==> src/dslrs_pkg.sv <==
// Shared types, codes and binary64 helpers for the leaving-row select unit.
package dslrs_pkg;

    localparam int ROW_W        = 12;
    localparam int DEF_MAX_ROWS = 4096;

    localparam logic [1:0] FPU_ADD = 2'd0;
    localparam logic [1:0] FPU_SUB = 2'd1;
    localparam logic [1:0] FPU_MUL = 2'd2;
    localparam logic [1:0] FPU_DIV = 2'd3;

    localparam logic [1:0] DIR_NONE = 2'b00;
    localparam logic [1:0] DIR_UP   = 2'b01;
    localparam logic [1:0] DIR_DOWN = 2'b11;

    localparam logic [63:0] FP_POS_ZERO        = 64'h0000_0000_0000_0000;
    localparam logic [63:0] FP_POS_INF         = 64'h7FF0_0000_0000_0000;
    localparam logic [63:0] FP_QNAN            = 64'h7FF8_0000_0000_0000;
    localparam logic [63:0] WEIGHT_FLOOR_RESET = 64'h3F1A_36E2_EB1C_432D;

    typedef struct packed {
        logic       start;
        logic [1:0] op;
    } t_fpu_req;

    typedef struct packed {
        logic        done;
        logic [63:0] result;
    } t_fpu_rsp;

    function automatic logic fp_is_nan(input logic [63:0] v);
        return (&v[62:52]) && (|v[51:0]);
    endfunction

    function automatic logic fp_is_finite(input logic [63:0] v);
        return !(&v[62:52]);
    endfunction

    // IEEE a < b, false on any NaN, signed zeros equal
    function automatic logic fp_lt(input logic [63:0] a, input logic [63:0] b);
        logic res;
        if (fp_is_nan(a) || fp_is_nan(b)) begin
            res = 1'b0;
        end else if (a[62:0] == 63'd0 && b[62:0] == 63'd0) begin
            res = 1'b0;
        end else if (a[63] != b[63]) begin
            res = a[63];
        end else if (!a[63]) begin
            res = a[62:0] < b[62:0];
        end else begin
            res = a[62:0] > b[62:0];
        end
        return res;
    endfunction

endpackage

==> src/dslrs_fpu.sv <==
// Iterative binary64 add/sub/mul/div unit with a shared normalize-and-round loop.
module dslrs_fpu import dslrs_pkg::*; (
    input  logic        i_clk,
    input  logic        i_rst_n,
    input  t_fpu_req    i_req,
    input  logic [63:0] i_a,
    input  logic [63:0] i_b,
    output t_fpu_rsp    o_rsp
);

    localparam int MW = 108;
    localparam int EW = 14;

    localparam logic [2:0] ST_IDLE = 3'd0;
    localparam logic [2:0] ST_MUL  = 3'd1;
    localparam logic [2:0] ST_DPRE = 3'd2;
    localparam logic [2:0] ST_DIV  = 3'd3;
    localparam logic [2:0] ST_NORM = 3'd4;

    localparam logic signed [EW-1:0] BIAS   = 14'sd1075;
    localparam logic signed [EW-1:0] EMIN   = -14'sd1074;
    localparam logic signed [EW-1:0] EXPMAX = 14'sd2046;

    logic [2:0]             r_state, n_state;
    logic                   r_sign, n_sign;
    logic [MW-1:0]          r_m, n_m;
    logic signed [EW-1:0]   r_e, n_e;
    logic                   r_g, n_g;
    logic                   r_st, n_st;
    logic [52:0]            r_a, n_a;
    logic [52:0]            r_b, n_b;
    logic [53:0]            r_r, n_r;
    logic [5:0]             r_cnt, n_cnt;
    logic [63:0]            r_res, n_res;
    logic                   r_done, n_done;

    // operand unpack
    logic                   a_s, b_s;
    logic [10:0]            a_x, b_x;
    logic                   a_nan, b_nan, a_inf, b_inf, a_zero, b_zero;
    logic [52:0]            a_sig, b_sig;
    logic signed [EW-1:0]   a_e, b_e;
    logic                   p_s;

    assign a_s    = i_a[63];
    assign b_s    = i_b[63] ^ (i_req.op == FPU_SUB);
    assign a_x    = i_a[62:52];
    assign b_x    = i_b[62:52];
    assign a_nan  = fp_is_nan(i_a);
    assign b_nan  = fp_is_nan(i_b);
    assign a_inf  = (&a_x) && !(|i_a[51:0]);
    assign b_inf  = (&b_x) && !(|i_b[51:0]);
    assign a_zero = (i_a[62:0] == 63'd0);
    assign b_zero = (i_b[62:0] == 63'd0);
    assign a_sig  = {|a_x, i_a[51:0]};
    assign b_sig  = {|b_x, i_b[51:0]};
    assign a_e    = $signed({3'b000, ((a_x == 11'd0) ? 11'd1 : a_x)}) - BIAS;
    assign b_e    = $signed({3'b000, ((b_x == 11'd0) ? 11'd1 : b_x)}) - BIAS;
    assign p_s    = i_a[63] ^ i_b[63];

    // add path: larger magnitude first, align the smaller with a sticky bit
    logic                   a_big;
    logic [52:0]            g_sig, l_sig;
    logic signed [EW-1:0]   g_e, l_e, add_d;
    logic                   g_s, l_s;
    logic [5:0]             shamt;
    logic [55:0]            l_ext, l_sh, l_al;
    logic                   l_lost;
    logic [56:0]            add_sum;
    logic                   add_sign;

    assign a_big   = i_a[62:0] >= i_b[62:0];
    assign g_sig   = a_big ? a_sig : b_sig;
    assign l_sig   = a_big ? b_sig : a_sig;
    assign g_e     = a_big ? a_e : b_e;
    assign l_e     = a_big ? b_e : a_e;
    assign g_s     = a_big ? a_s : b_s;
    assign l_s     = a_big ? b_s : a_s;
    assign add_d   = g_e - l_e;
    assign shamt   = (add_d > 14'sd63) ? 6'd63 : add_d[5:0];
    assign l_ext   = {l_sig, 3'b000};
    assign l_sh    = l_ext >> shamt;
    assign l_lost  = |(l_ext & ~({56{1'b1}} << shamt));
    assign l_al    = {l_sh[55:1], l_sh[0] | l_lost};
    assign add_sum = (g_s == l_s) ? ({1'b0, g_sig, 3'b000} + {1'b0, l_al})
                                  : ({1'b0, g_sig, 3'b000} - {1'b0, l_al});
    assign add_sign = (add_sum == 57'd0 && g_s != l_s) ? 1'b0 : g_s;

    // divide step
    logic                   d_ge;
    logic [53:0]            d_rem;

    assign d_ge  = r_r >= {1'b0, r_b};
    assign d_rem = d_ge ? (r_r - {1'b0, r_b}) : r_r;

    // round to nearest even and pack
    logic                   rnd_inc;
    logic [53:0]            rnd_sum;
    logic signed [EW-1:0]   rnd_e, rnd_biased;
    logic [52:0]            rnd_sig;
    logic [63:0]            rnd_word;

    assign rnd_inc    = r_g & (r_st | r_m[0]);
    assign rnd_sum    = {1'b0, r_m[52:0]} + {53'd0, rnd_inc};
    assign rnd_e      = rnd_sum[53] ? (r_e + 14'sd1) : r_e;
    assign rnd_sig    = rnd_sum[53] ? rnd_sum[53:1] : rnd_sum[52:0];
    assign rnd_biased = rnd_e + BIAS;
    assign rnd_word   = (rnd_biased > EXPMAX) ? {r_sign, FP_POS_INF[62:0]}
                      : {r_sign, (rnd_sig[52] ? rnd_biased[10:0] : 11'd0), rnd_sig[51:0]};

    always_comb begin
        n_state = r_state;
        n_sign  = r_sign;
        n_m     = r_m;
        n_e     = r_e;
        n_g     = r_g;
        n_st    = r_st;
        n_a     = r_a;
        n_b     = r_b;
        n_r     = r_r;
        n_cnt   = r_cnt;
        n_res   = r_res;
        n_done  = 1'b0;
        case (r_state)
            ST_IDLE: begin
                if (i_req.start) begin
                    n_g  = 1'b0;
                    n_st = 1'b0;
                    case (i_req.op)
                        FPU_ADD, FPU_SUB: begin
                            if (a_nan || b_nan || (a_inf && b_inf && a_s != b_s)) begin
                                n_res  = FP_QNAN;
                                n_done = 1'b1;
                            end else if (a_inf) begin
                                n_res  = {a_s, FP_POS_INF[62:0]};
                                n_done = 1'b1;
                            end else if (b_inf) begin
                                n_res  = {b_s, FP_POS_INF[62:0]};
                                n_done = 1'b1;
                            end else begin
                                n_m     = MW'(add_sum);
                                n_e     = g_e - 14'sd3;
                                n_sign  = add_sign;
                                n_state = ST_NORM;
                            end
                        end
                        FPU_MUL: begin
                            if (a_nan || b_nan || (a_inf && b_zero) || (b_inf && a_zero)) begin
                                n_res  = FP_QNAN;
                                n_done = 1'b1;
                            end else if (a_inf || b_inf) begin
                                n_res  = {p_s, FP_POS_INF[62:0]};
                                n_done = 1'b1;
                            end else begin
                                n_a     = a_sig;
                                n_b     = b_sig;
                                n_m     = '0;
                                n_cnt   = 6'd52;
                                n_e     = a_e + b_e;
                                n_sign  = p_s;
                                n_state = ST_MUL;
                            end
                        end
                        default: begin
                            if (a_nan || b_nan || (a_inf && b_inf) || (a_zero && b_zero)) begin
                                n_res  = FP_QNAN;
                                n_done = 1'b1;
                            end else if (a_inf || b_zero) begin
                                n_res  = {p_s, FP_POS_INF[62:0]};
                                n_done = 1'b1;
                            end else if (b_inf || a_zero) begin
                                n_res  = {p_s, 63'd0};
                                n_done = 1'b1;
                            end else begin
                                n_a     = a_sig;
                                n_b     = b_sig;
                                n_e     = a_e - b_e;
                                n_sign  = p_s;
                                n_state = ST_DPRE;
                            end
                        end
                    endcase
                end
            end
            ST_MUL: begin
                n_m   = (r_m << 1) + (r_b[r_cnt] ? MW'(r_a) : MW'(0));
                n_cnt = r_cnt - 6'd1;
                if (r_cnt == 6'd0) begin
                    n_state = ST_NORM;
                end
            end
            ST_DPRE: begin
                if (r_a[52] && r_b[52]) begin
                    n_r     = {1'b0, r_a};
                    n_m     = '0;
                    n_cnt   = 6'd55;
                    n_e     = r_e - 14'sd56;
                    n_state = ST_DIV;
                end else if (!r_a[52] && !r_b[52]) begin
                    n_a = {r_a[51:0], 1'b0};
                    n_b = {r_b[51:0], 1'b0};
                end else if (!r_a[52]) begin
                    n_a = {r_a[51:0], 1'b0};
                    n_e = r_e - 14'sd1;
                end else begin
                    n_b = {r_b[51:0], 1'b0};
                    n_e = r_e + 14'sd1;
                end
            end
            ST_DIV: begin
                n_r   = {d_rem[52:0], 1'b0};
                n_cnt = r_cnt - 6'd1;
                if (r_cnt == 6'd0) begin
                    // last quotient bit, then the remainder as sticky
                    n_m     = {r_m[MW-3:0], d_ge, |d_rem};
                    n_state = ST_NORM;
                end else begin
                    n_m = {r_m[MW-2:0], d_ge};
                end
            end
            ST_NORM: begin
                if (r_m == '0 && !r_g && !r_st) begin
                    n_res   = {r_sign, 63'd0};
                    n_done  = 1'b1;
                    n_state = ST_IDLE;
                end else if (r_e < EMIN && r_m == '0) begin
                    // only rounding bits left below the subnormal range
                    n_st = r_st | r_g;
                    n_g  = 1'b0;
                    n_e  = EMIN;
                end else if ((|r_m[MW-1:53]) || r_e < EMIN) begin
                    n_st = r_st | r_g;
                    n_g  = r_m[0];
                    n_m  = r_m >> 1;
                    n_e  = r_e + 14'sd1;
                end else if (!r_m[52] && r_e > EMIN) begin
                    n_m = r_m << 1;
                    n_e = r_e - 14'sd1;
                end else begin
                    n_res   = rnd_word;
                    n_done  = 1'b1;
                    n_state = ST_IDLE;
                end
            end
            default: begin
                n_state = ST_IDLE;
            end
        endcase
    end

    always_ff @(posedge i_clk) begin
        if (!i_rst_n) begin
            r_state <= ST_IDLE;
            r_done  <= 1'b0;
        end else begin
            r_state <= n_state;
            r_done  <= n_done;
        end
        r_sign <= n_sign;
        r_m    <= n_m;
        r_e    <= n_e;
        r_g    <= n_g;
        r_st   <= n_st;
        r_a    <= n_a;
        r_b    <= n_b;
        r_r    <= n_r;
        r_cnt  <= n_cnt;
        r_res  <= n_res;
    end

    assign o_rsp.done   = r_done;
    assign o_rsp.result = r_res;

endmodule

==> src/dual_simplex_leaving_row_select_unit.sv <==
// Leaving-row selection for the dual simplex: scans rows, keeps the best merit.
//
//  channel  | dir | handshake              | payload
//  ---------+-----+------------------------+---------------------------------------
//  s row    | in  | i_s_tvalid/o_s_tready  | tdata: basic, lower, upper, weight; tlast
//  m result | out | o_m_tvalid/i_m_tready  | tdata: found, best_row, direction, violation
//  cfg      | in  | i_cfg_we               | i_cfg_idx, i_cfg_data
//
// Per row, up to four add/sub, one square and one divide run one after another
// on the single iterative float unit.
// The row input is not ready while a row is in work; a result waiting in the output
// register does not block intake, only the closing of the next scan.
// Reset is synchronous, active low, and clears the scan and loads default registers.
module dual_simplex_leaving_row_select_unit import dslrs_pkg::*; #(
    parameter int MAX_ROWS = DEF_MAX_ROWS
) (
    input  logic         i_clk,
    input  logic         i_rst_n,
    input  logic         i_s_tvalid,
    output logic         o_s_tready,
    input  logic [255:0] i_s_tdata,   // basic_value, lower_bound, upper_bound, edge_weight
    input  logic         i_s_tlast,   // last_row
    output logic         o_m_tvalid,
    input  logic         i_m_tready,
    output logic [79:0]  o_m_tdata,   // found, best_row, direction, violation, pad
    input  logic         i_cfg_we,
    input  logic [1:0]   i_cfg_idx,
    input  logic [63:0]  i_cfg_data
);

    localparam int CNT_W = (MAX_ROWS > 1) ? $clog2(MAX_ROWS) : 1;
    localparam int PW    = (CNT_W > ROW_W) ? CNT_W : ROW_W;

    localparam logic [1:0] REG_TOL   = 2'd0;
    localparam logic [1:0] REG_FLOOR = 2'd1;
    localparam logic [1:0] REG_RULE  = 2'd2;

    localparam logic [3:0] S_IDLE = 4'd0;
    localparam logic [3:0] S_LO_T = 4'd1;
    localparam logic [3:0] S_LO_V = 4'd2;
    localparam logic [3:0] S_HI_T = 4'd3;
    localparam logic [3:0] S_HI_V = 4'd4;
    localparam logic [3:0] S_MUL  = 4'd5;
    localparam logic [3:0] S_DIV  = 4'd6;
    localparam logic [3:0] S_CMP  = 4'd7;
    localparam logic [3:0] S_END  = 4'd8;

    logic [63:0]      r_tol, r_floor;
    logic             r_rule;
    logic [3:0]       r_state, n_state;
    logic             r_issued, n_issued;
    logic [63:0]      r_x, r_lo, r_hi, r_w;
    logic             r_last;
    logic [63:0]      r_viol, n_viol;
    logic [1:0]       r_dir, n_dir;
    logic [63:0]      r_tmp, n_tmp;
    logic [CNT_W-1:0] r_row_cnt, n_row_cnt;
    logic [63:0]      r_best_merit, n_best_merit;
    logic [CNT_W-1:0] r_best_pos, n_best_pos;
    logic [1:0]       r_best_dir, n_best_dir;
    logic [63:0]      r_best_viol, n_best_viol;
    logic             r_have_best, n_have_best;
    logic             r_out_valid, n_out_valid;
    logic [79:0]      r_out_data, n_out_data;

    t_fpu_req         fpu_req;
    t_fpu_rsp         fpu_rsp;
    logic [63:0]      fpu_a, fpu_b;
    logic             issue;
    logic [63:0]      w_eff;
    logic             s_accept, out_free;
    logic [PW-1:0]    pos_ext;

    assign s_accept = i_s_tvalid && o_s_tready;
    assign out_free = !r_out_valid || i_m_tready;
    assign w_eff    = fp_lt(r_w, r_floor) ? r_floor : r_w;
    assign pos_ext  = PW'(r_best_pos);

    dslrs_fpu u_fpu (
        .i_clk   (i_clk),
        .i_rst_n (i_rst_n),
        .i_req   (fpu_req),
        .i_a     (fpu_a),
        .i_b     (fpu_b),
        .o_rsp   (fpu_rsp)
    );

    // operand routing for the float unit
    always_comb begin
        fpu_req.start = issue;
        fpu_a = r_tmp;
        fpu_b = w_eff;
        fpu_req.op = FPU_DIV;
        case (r_state)
            S_LO_T: begin
                fpu_a = r_lo;  fpu_b = r_tol;  fpu_req.op = FPU_SUB;
            end
            S_LO_V: begin
                fpu_a = r_lo;  fpu_b = r_x;    fpu_req.op = FPU_SUB;
            end
            S_HI_T: begin
                fpu_a = r_hi;  fpu_b = r_tol;  fpu_req.op = FPU_ADD;
            end
            S_HI_V: begin
                fpu_a = r_x;   fpu_b = r_hi;   fpu_req.op = FPU_SUB;
            end
            S_MUL: begin
                fpu_a = r_viol; fpu_b = r_viol; fpu_req.op = FPU_MUL;
            end
            default: begin
                fpu_a = r_tmp; fpu_b = w_eff;  fpu_req.op = FPU_DIV;
            end
        endcase
    end

    always_comb begin
        n_state      = r_state;
        n_issued     = r_issued;
        n_viol       = r_viol;
        n_dir        = r_dir;
        n_tmp        = r_tmp;
        n_row_cnt    = r_row_cnt;
        n_best_merit = r_best_merit;
        n_best_pos   = r_best_pos;
        n_best_dir   = r_best_dir;
        n_best_viol  = r_best_viol;
        n_have_best  = r_have_best;
        n_out_valid  = r_out_valid && !i_m_tready;
        n_out_data   = r_out_data;
        issue        = 1'b0;
        case (r_state)
            S_IDLE: begin
                if (s_accept) begin
                    n_viol  = FP_POS_ZERO;
                    n_dir   = DIR_NONE;
                    n_state = S_LO_T;
                end
            end
            S_LO_T: begin
                if (!fp_is_finite(r_lo)) begin
                    n_state = S_HI_T;
                end else if (!r_issued) begin
                    issue    = 1'b1;
                    n_issued = 1'b1;
                end else if (fpu_rsp.done) begin
                    n_issued = 1'b0;
                    n_state  = fp_lt(r_x, fpu_rsp.result) ? S_LO_V : S_HI_T;
                end
            end
            S_LO_V: begin
                if (!r_issued) begin
                    issue    = 1'b1;
                    n_issued = 1'b1;
                end else if (fpu_rsp.done) begin
                    n_issued = 1'b0;
                    n_viol   = fpu_rsp.result;
                    n_dir    = DIR_UP;
                    n_state  = S_HI_T;
                end
            end
            S_HI_T: begin
                if (!fp_is_finite(r_hi)) begin
                    n_state = S_MUL;
                end else if (!r_issued) begin
                    issue    = 1'b1;
                    n_issued = 1'b1;
                end else if (fpu_rsp.done) begin
                    n_issued = 1'b0;
                    n_state  = fp_lt(fpu_rsp.result, r_x) ? S_HI_V : S_MUL;
                end
            end
            S_HI_V: begin
                if (!r_issued) begin
                    issue    = 1'b1;
                    n_issued = 1'b1;
                end else if (fpu_rsp.done) begin
                    n_issued = 1'b0;
                    if (fp_lt(r_viol, fpu_rsp.result)) begin
                        n_viol = fpu_rsp.result;
                        n_dir  = DIR_DOWN;
                    end
                    n_state = S_MUL;
                end
            end
            S_MUL: begin
                if (!fp_lt(FP_POS_ZERO, r_viol)) begin
                    n_state = S_END;
                end else if (!r_issued) begin
                    issue    = 1'b1;
                    n_issued = 1'b1;
                end else if (fpu_rsp.done) begin
                    n_issued = 1'b0;
                    n_tmp    = fpu_rsp.result;
                    n_state  = r_rule ? S_DIV : S_CMP;
                end
            end
            S_DIV: begin
                if (w_eff[62:0] == 63'd0) begin
                    // zero weight: a positive zero gives infinite merit, a negative one none
                    n_tmp   = (!w_eff[63] && fp_lt(FP_POS_ZERO, r_tmp)) ? FP_POS_INF
                                                                        : FP_POS_ZERO;
                    n_state = S_CMP;
                end else if (!r_issued) begin
                    issue    = 1'b1;
                    n_issued = 1'b1;
                end else if (fpu_rsp.done) begin
                    n_issued = 1'b0;
                    n_tmp    = fpu_rsp.result;
                    n_state  = S_CMP;
                end
            end
            S_CMP: begin
                if (fp_lt(r_best_merit, r_tmp)) begin
                    n_best_merit = r_tmp;
                    n_best_pos   = r_row_cnt;
                    n_best_dir   = r_dir;
                    n_best_viol  = r_viol;
                    n_have_best  = 1'b1;
                end
                n_state = S_END;
            end
            S_END: begin
                if (!r_last) begin
                    n_row_cnt = (r_row_cnt == CNT_W'(MAX_ROWS - 1)) ? '0
                                                                    : r_row_cnt + 1'b1;
                    n_state   = S_IDLE;
                end else if (out_free) begin
                    // close the scan: publish and clear
                    n_out_valid = 1'b1;
                    if (r_have_best) begin
                        n_out_data = {1'b0, r_best_viol, r_best_dir, pos_ext[ROW_W-1:0], 1'b1};
                    end else begin
                        n_out_data = {1'b0, FP_POS_ZERO, DIR_NONE, {ROW_W{1'b0}}, 1'b0};
                    end
                    n_row_cnt    = '0;
                    n_best_merit = FP_POS_ZERO;
                    n_best_pos   = '0;
                    n_best_dir   = DIR_NONE;
                    n_best_viol  = FP_POS_ZERO;
                    n_have_best  = 1'b0;
                    n_state      = S_IDLE;
                end
            end
            default: begin
                n_state = S_IDLE;
            end
        endcase
    end

    always_ff @(posedge i_clk) begin
        if (!i_rst_n) begin
            r_tol        <= FP_POS_ZERO;
            r_floor      <= WEIGHT_FLOOR_RESET;
            r_rule       <= 1'b1;
            r_state      <= S_IDLE;
            r_issued     <= 1'b0;
            r_row_cnt    <= '0;
            r_best_merit <= FP_POS_ZERO;
            r_best_pos   <= '0;
            r_best_dir   <= DIR_NONE;
            r_best_viol  <= FP_POS_ZERO;
            r_have_best  <= 1'b0;
            r_out_valid  <= 1'b0;
        end else begin
            if (i_cfg_we) begin
                case (i_cfg_idx)
                    REG_TOL:   r_tol   <= i_cfg_data;
                    REG_FLOOR: r_floor <= i_cfg_data;
                    REG_RULE:  r_rule  <= i_cfg_data[0];
                    default:   ;
                endcase
            end
            r_state      <= n_state;
            r_issued     <= n_issued;
            r_row_cnt    <= n_row_cnt;
            r_best_merit <= n_best_merit;
            r_best_pos   <= n_best_pos;
            r_best_dir   <= n_best_dir;
            r_best_viol  <= n_best_viol;
            r_have_best  <= n_have_best;
            r_out_valid  <= n_out_valid;
        end
        if (s_accept) begin
            r_x    <= i_s_tdata[63:0];
            r_lo   <= i_s_tdata[127:64];
            r_hi   <= i_s_tdata[191:128];
            r_w    <= i_s_tdata[255:192];
            r_last <= i_s_tlast;
        end
        r_viol     <= n_viol;
        r_dir      <= n_dir;
        r_tmp      <= n_tmp;
        r_out_data <= n_out_data;
    end

    assign o_s_tready = (r_state == S_IDLE);
    assign o_m_tvalid = r_out_valid;
    assign o_m_tdata  = r_out_data;

`ifndef NO_ASSERTIONS
    a_done_needs_issue: assert property (@(posedge i_clk) disable iff (!i_rst_n)
        fpu_rsp.done |-> r_issued)
        else $error("float unit finished without a pending request");

    a_best_dir_valid: assert property (@(posedge i_clk) disable iff (!i_rst_n)
        r_have_best |-> (r_best_dir == DIR_UP || r_best_dir == DIR_DOWN))
        else $error("kept row has no direction");

    a_no_best_zero_merit: assert property (@(posedge i_clk) disable iff (!i_rst_n)
        !r_have_best |-> (r_best_merit == FP_POS_ZERO))
        else $error("merit kept without a candidate row");

    a_empty_result: assert property (@(posedge i_clk) disable iff (!i_rst_n)
        (o_m_tvalid && !o_m_tdata[0]) |-> (o_m_tdata[79:1] == 79'd0))
        else $error("result without a row carries data");
`endif

endmodule
==> config.mk <==
export PLATFORM = sky130hd
export DESIGN_NAME = dual_simplex_leaving_row_select_unit
export DESIGN_NICKNAME = d
export VERILOG_FILES = /design/src/dslrs_pkg.sv /design/src/dslrs_fpu.sv /design/src/dual_simplex_leaving_row_select_unit.sv
export SDC_FILE = /design/constraint.sdc
export NUM_CORES = 2
export LEC_CHECK = 0
export BUFFER_PORTS_ARGS = -buffer_cell sky130_fd_sc_hd__buf_2
export CAP_MARGIN = 20
export CORE_MARGIN = 2
export CORE_UTILIZATION = 30
export CTS_BUF_LIST = sky130_fd_sc_hd__clkbuf_8
export DETAILED_ROUTE_END_ITERATION = 10
export PLACE_DENSITY = 0.45
export SYNTH_ARGS = -nofsm -noshare
export SYNTH_HDL_FRONTEND = slang
export SYNTH_SLANG_ARGS = --single-unit
==> constraint.sdc <==
create_clock -name i_clk -period 45.7 [get_ports i_clk]
set_clock_uncertainty 0.2 [all_clocks]
set_input_delay 6.855 -clock i_clk [delete_from_list [all_inputs] [get_ports i_clk]]
set_output_delay 6.855 -clock i_clk [all_outputs]
set_load 0.03 [all_outputs]
; ---- Yosys cells after proc, flatten, opt, wreduce, memory -nomap -nowiden
; Index checks and enable logic that the tools add are counted.
[totals]
romBits = 0
ramBits = 0
elab_cells = 578
regBits = 1116
input_bits = 328
out_inout_bits = 82
latchBits = 0
memories = 0
[op_classes]
n_reduce_logical = 136
add_sub_neg = 17
multipliers = 0
n_lt_le_gt_ge = 19
n_eq_ne = 90
mux = 271
n_div = 0
n_bitwise = 8
shift = 2
[ops]
columns = op, n
row1 = $mux W64, 28
row2 = $mux W108, 12
row3 = $mux W53, 22
row4 = $pmux W64 S2, 5
row5 = $logic_not A63 Y1, 10
row6 = $pmux W108 S5, 1
row7 = $pmux W64 S4, 2
row8 = $reduce_or A52 Y1, 9
row9 = $pmux W53 S2, 4
row10 = $gt A63 B63 Y1, 5
row11 = $lt A63 B63 Y1, 5
row12 = $mux W14, 19
row13 = $pmux W108 S2, 1
row14 = $pmux W64 S3, 1
row15 = $lt A1 B63 Y1 const A, 2
row16 = $mux W63, 2
row17 = $reduce_and A11 Y1, 11
row18 = $add A108 B108 Y108, 1
row19 = $logic_not A108 Y1, 1
row20 = $mux W54, 2
row21 = $pmux W54 S2, 1
row22 = $mux W1, 94
row23 = $mux W4, 19
row24 = $ge A63 B63 Y1, 1
row25 = other kinds (96), 285

; ---- Longest topological paths before layout
[depth]
depth_word = 28
depth_mapped = 85
ltp_nobuf = 71

; ---- By module
; From an unflattened synthesis, not the netlist that was laid out.
[hier_totals]
hier_cells = 10048
hier_area_um2 = 83767.8
[modules_own_cells]
columns = module, area_per_inst_um2, seq_area_each_um2, instances, cells_per_inst
row1 = dslrs_fpu, 44516.4, 10740.3, 1, 6019
row2 = dual_simplex_leaving_row_select_unit, 39251.4, 19799.0, 1, 4029

; ---- Worst setup path after synthesis
; OpenSTA, ideal clock, no wires.
[synth_timing]
path_type = reg-to-reg
startpoint = register r_w[61]
endpoint = register u_fpu.r_sign (data pin)
period_less_slack_ns = 17.250
arrival_time_ns = 16.789
setup_slack_ns = 28.450
stages_incl_launch_ff = 84
setup_ns = 0.261
required_time_ns = 45.239
n_path_buf = 17
path_cell_list = edfxtp_1 > ha_1 > nand3_1 > or4_1 > nor4_2 > a2bb2oi_2 > and4b_1 > buf_2 > nand3_1 > buf_2 > buf_2 > buf_2 > nand3_1 > a31oi_1 > inv_1 > ha_1 > nand4_1 > nor4_1 > [48 not listed] > o31ai_1 > a41oi_1 > o211ai_1 > a31oi_1 > nor2_1 > o21bai_1 > o21a_1 > o41ai_1 > a21o_1 > a21o_1 > a21oi_1 > o21ai_0 > a21oi_1 > a31oi_1 > xor2_1 > or3b_1 > nor4b_1 > nor2_1
[synth_via]
elab_chain_cells = 28
elab_cells_between_ends = 52
classes_between = 4 x add/sub / 4 x order compare / 2 x eq/ne / 2 x shift / 25 x mux / 5 x bitwise / 10 x reduce/logical
[synth_rtl]
columns = item, line
row1 = from (decl), dual_simplex_leaving_row_select_unit.sv:52  ; logic [63:0] r_x, r_lo, r_hi, r_w;
row2 = from (signal assigned), dual_simplex_leaving_row_select_unit.sv:287  ; r_w <= i_s_tdata[255:192];
row3 = $lt A63 B63 Y1 or $gt A63 B63 Y1 (tied branches), "dslrs_pkg.sv:49, dslrs_pkg.sv:51"
row4 = $mux W1, dslrs_pkg.sv:48  ; end else if (!a[63]) begin
row5 = $mux W1, dslrs_pkg.sv:46  ; end else if (a[63] != b[63]) begin
row6 = $mux W1, dslrs_pkg.sv:44  ; end else if (a[62:0] == 63'd0 && b[62:0] == 63'd0) begin
row7 = $mux W1, dslrs_pkg.sv:42  ; if (fp_is_nan(a) || fp_is_nan(b)) begin
row8 = $mux W64 *, dual_simplex_leaving_row_select_unit.sv:76  ; assign w_eff = fp_lt(r_w, r_floor) ? r_floor : r_w;
row9 = $pmux W64 S4 *, dual_simplex_leaving_row_select_unit.sv:94  ; case (r_state)
row10 = $logic_not A11 Y1, dslrs_fpu.sv:58  ; assign b_e = $signed({3'b000, ((b_x == 11'd0) ? 11'd1 : b_x)}) - BIAS;
row11 = [12 not listed], --
row12 = $mux W57, dslrs_fpu.sv:85  ; assign add_sum = (g_s == l_s) ? ({1'b0, g_sig, 3'b000} + {1'b0, l_al})
row13 = $logic_not A57 Y1, dslrs_fpu.sv:87  ; assign add_sign = (add_sum == 57'd0 && g_s != l_s) ? 1'b0 : g_s;
row14 = $logic_and A1 B1 Y1, dslrs_fpu.sv:87
row15 = $mux W1, dslrs_fpu.sv:87
row16 = $mux W1, dslrs_fpu.sv:137  ; end else if (b_inf) begin
row17 = $mux W1, dslrs_fpu.sv:134  ; end else if (a_inf) begin
row18 = $mux W1, dslrs_fpu.sv:131  ; if (a_nan || b_nan || (a_inf && b_inf && a_s != b_s)) begin
row19 = $pmux W1 S2 *, dslrs_fpu.sv:129  ; case (i_req.op)
row20 = to (signal assigned), dslrs_fpu.sv:259  ; r_sign <= n_sign;
row21 = to (decl), dslrs_fpu.sv:25  ; logic r_sign, n_sign;
; Every way passes the cells marked *; elsewhere a longest branch is shown, timed or not. The select of a mux whose other input is x is not followed.
; A chain may end at the register's enable or synchronous reset.

; ---- Worst setup path in the final report
[layout_timing]
startpoint = register r_w[28]
endpoint = register u_fpu.r_sign (data pin)
; Same word-level chain as after synthesis.

==> summary.txt <==
Fin cells - 14330
Layout area overhead - 13.49%
Final worst slack - 24860 ps
Placeable Area - 279400 sq um
HPWL Detailed - 397700 um
Max Cap Viol - 0
Met1 WL - 213100 um
Synth area leader - edfxtp_1
Crit. End Element - flop
RSZ-0062 raised after global routing - no
Hold buffers post-CTS - 0
Seq/Total Area, Yosys - 36.25%
Num CTS Buffers - 217
Setup Fix Bufs, Post-CTS - 0
Max Freq - 0.04800 GHz
PortBufs - 408
DP Cell Count - 13900
Pre-CTS WS - 25700 ps
Crit path DAT - 21450 ps
Tcrit/Tclk final - 45.59%
Max clock buf depth - 4
CP Buf/Inv Count - 6
Worst path slowest cell - a31oi_1
Slew of the pin with the lowest slew margin - 1390 ps
Max transition margin - 7.320%
Top sig layer - met5
Failing checks - DRC
Setup Viol. Count Final - 0
Mapped Cells - 10130
Status - finished, violations left
EDFF count, synth - 821
DP Area - 91140 sq um
CTS tree - done
Via count - 87880
Detailed Route WL - 510900 um
Setup CP Type - reg -> reg
Die footprint - 285100 sq um
Chip width - 533.9 um
Synth warnings - 0
Initial antenna violation count - 82
Wire per inst - 35.64 um
DRT Pass-1 Iters - 11
Synth top area cells - edfxtp_1 (29%), ha_1 (8.4%), dfxtp_1 (7.0%)
Final Hold Fails - 0
Clk_lat worst skew - 1130 ps
Initial DRC Count - 13390
Io pins - 410
Largest net degree at the start of global routing - 149
Global-route usage over all layers - 34.43%
Fin. max-slew vios - 0
Synth Net Count - 11030
Largest delay share family, worst path - compound AO/OA/AOI/OAI gates
H-tree levels - 4
Cts repair resizes - 0
Top FF cell, synth - edfxtp_1
GPL Wtd Cong - 1.013
Post-Syn Area - 84250 sq um
Clock sink total - 1115
Syn Area/Cell - 8.320 sq um
Die height - 533.9 um
Crit start category - flop
Max incr delay on CP - 1020 ps
Final worst path period need - 20840 ps
Final ANT Viol Nets - 0
Number of synthesized register bits - 1115
Final Cell Area - 95620 sq um
Layout cells sized above 1 - 11.04%
Remaining DRCs - 3
Initial Util - 30.16%
Cell Rows - 194
DR WL met2 - 216900 um
CP Data Required Time - 46320 ps
Filler cells - 29320
Setup tns final - 0 ps
First-pass GRT wire length - 690700 um
Via density - 6.131
Nets - 11300
Clk slew on worst S/H paths - 60 ps
Max FO, Critical Path - 44
Vias in the first global route - 81950
Yosys top cell area share - 29.26%
Root Buffer - clkbuf_8
Grt ovf - 0
Yosys cell types - 111
Hold Path Class - reg -> reg
Met3 wire length - 51240 um
Synth async-reset ratio - 0%
-- final cells by class --
type / instances / area (sq um) / area share (%)
inverter: 582 / 2186 / 2.286
sequential: 1115 / 30540 / 31.94
clock buffer: 235 / 3234 / 3.383
clock inverter: 157 / 1094 / 1.144
tap: 3724 / 4659 / 4.873
multi-input combinational: 7780 / 49490 / 51.76
timing repair buffer: 703 / 4318 / 4.516
antenna: 37 / 92.59 / 0.09683
-- placed cells by master, fill, tap and decap left out, types with 38 or more instances in the layout --
master / n
a21oi_1: 873
inv_1: 641
nand4_1: 221
o211ai_1: 119
mux2i_1: 134
edfxtp_1: 821
xor2_1: 125
o221ai_1: 45
nor4_1: 212
clkbuf_8: 236
a221o_1: 45
a221oi_1: 83
a21o_1: 138
nor2b_1: 72
buf_2: 409
o21ai_0: 515
and2_1: 223
nand2b_1: 88
a21boi_0: 266
nand3_1: 451
o21bai_1: 51
nor3_1: 188
o31ai_1: 51
xnor2_1: 203
and3_1: 73
a31oi_1: 75
nor2_1: 730
or3_1: 38
a222oi_1: 57
buf_4: 289
ha_1: 566
nand2_1: 1351
a22oi_1: 119
a211oi_1: 80
dfxtp_1: 293
-- worst paths after layout --
path | endpoint | start | slack, ps | cells past startpoint
worst max-delay path | u_fpu.r_sign$_DFFE_PP_ | r_w[28]$_DFFE_PP_ | 24860 | 61
worst max register to register | u_fpu.r_sign$_DFFE_PP_ | r_w[28]$_DFFE_PP_ | 24860 | 61
worst min-delay path | r_best_viol[46]$_SDFFE_PN0P_ | r_best_viol[46]$_SDFFE_PN0P_ | 260 | 2
worst min register to register | r_best_viol[46]$_SDFFE_PN0P_ | r_best_viol[46]$_SDFFE_PN0P_ | 260 | 2
-- worst register-to-register path, delay by kind of cell, from the launching register on --
| kind | cells | cell delay [ps] |
|---|---|---|
| compound gates | 28 | 10080 |
| xor+xnor | 1 | 190 |
| fa+ha+maj | 5 | 1670 |
| buf+inv | 6 | 1610 |
| flops | 1 | 500 |
| mux | 1 | 280 |
| simple gates | 20 | 6060 |
-- synthesized netlist by cell type, drive strengths merged (18+ instances only) --
master   number
clkbuf      539
mux2i       134
o221ai       46
nor2        738
xnor2       206
a221oi       94
a22o         21
a222oi       57
nor3        195
or2          24
o21ai       548
mux4         18
a21boi      269
dfxtp       294
a221o        45
and3         76
o22ai        38
mux2         18
nor2b        72
nor4        220
nand2      1356
a31oi        75
a2111oi      18
nand2b       88
nand3       452
edfxtp      821
xor2        127
or3          40
nand4       222
a21o        139
a21oi       883
a211oi       83
and4         25
o31a         19
ha          566
and2        227
or4          25
o21a         32
a22oi       119
buf         110
o21bai       51
o31ai        54
inv         579
o211ai      119
-- flip-flops by register name (all words and copies together) (netlist names), 54 cells and up --
register	flops
o_m_tdata	79
r_best_merit	64
r_best_viol	64
r_floor	64
r_hi	64
r_lo	64
r_tmp	64
r_tol	64
r_viol	64
r_w	64
r_x	64
u_fpu.r_m	108
u_fpu.r_r	54
u_fpu.r_res	64
-- per-layer routing --
layer | up-vias | global-route usage, %
met5 | - | 0
met4 | 34 | 16.87
met3 | 1064 | 8.077
met2 | 5302 | 51.44
met1 | 43630 | 46.39
li1 | 37850 | -
-- logic make-up (layout without fill, tap and decap cells) --
kind of cell               Yosys count  in the layout  synth area share [%]
adders and majority gates          571            571                 8.524
xor gates and xnor gates           333            333                 3.462
buffers and inverters             1231           1677                 5.529
other                                1             38              0.004451
muxes                              170            170                 2.314
AOI/OAI and AO/OA                 2881           2881                 22.35
DFF                               1115           1115                 36.25
and+or+nand+nor                   3824           3824                 21.57
-- stage by stage --
step	hold slack (ps)	utilization, %
2_1_floorplan	236.3	-
3_3_place_gp	249.7	32.61
3_5_place_dp	254.2	32.62
4_1_cts	262.5	34.17
5_1_grt	276.9	34.20
6_report	255.8	34.22
Power is not shown: default switching activity piles up to over one toggle a cycle in this logic, so the estimate is an artifact.
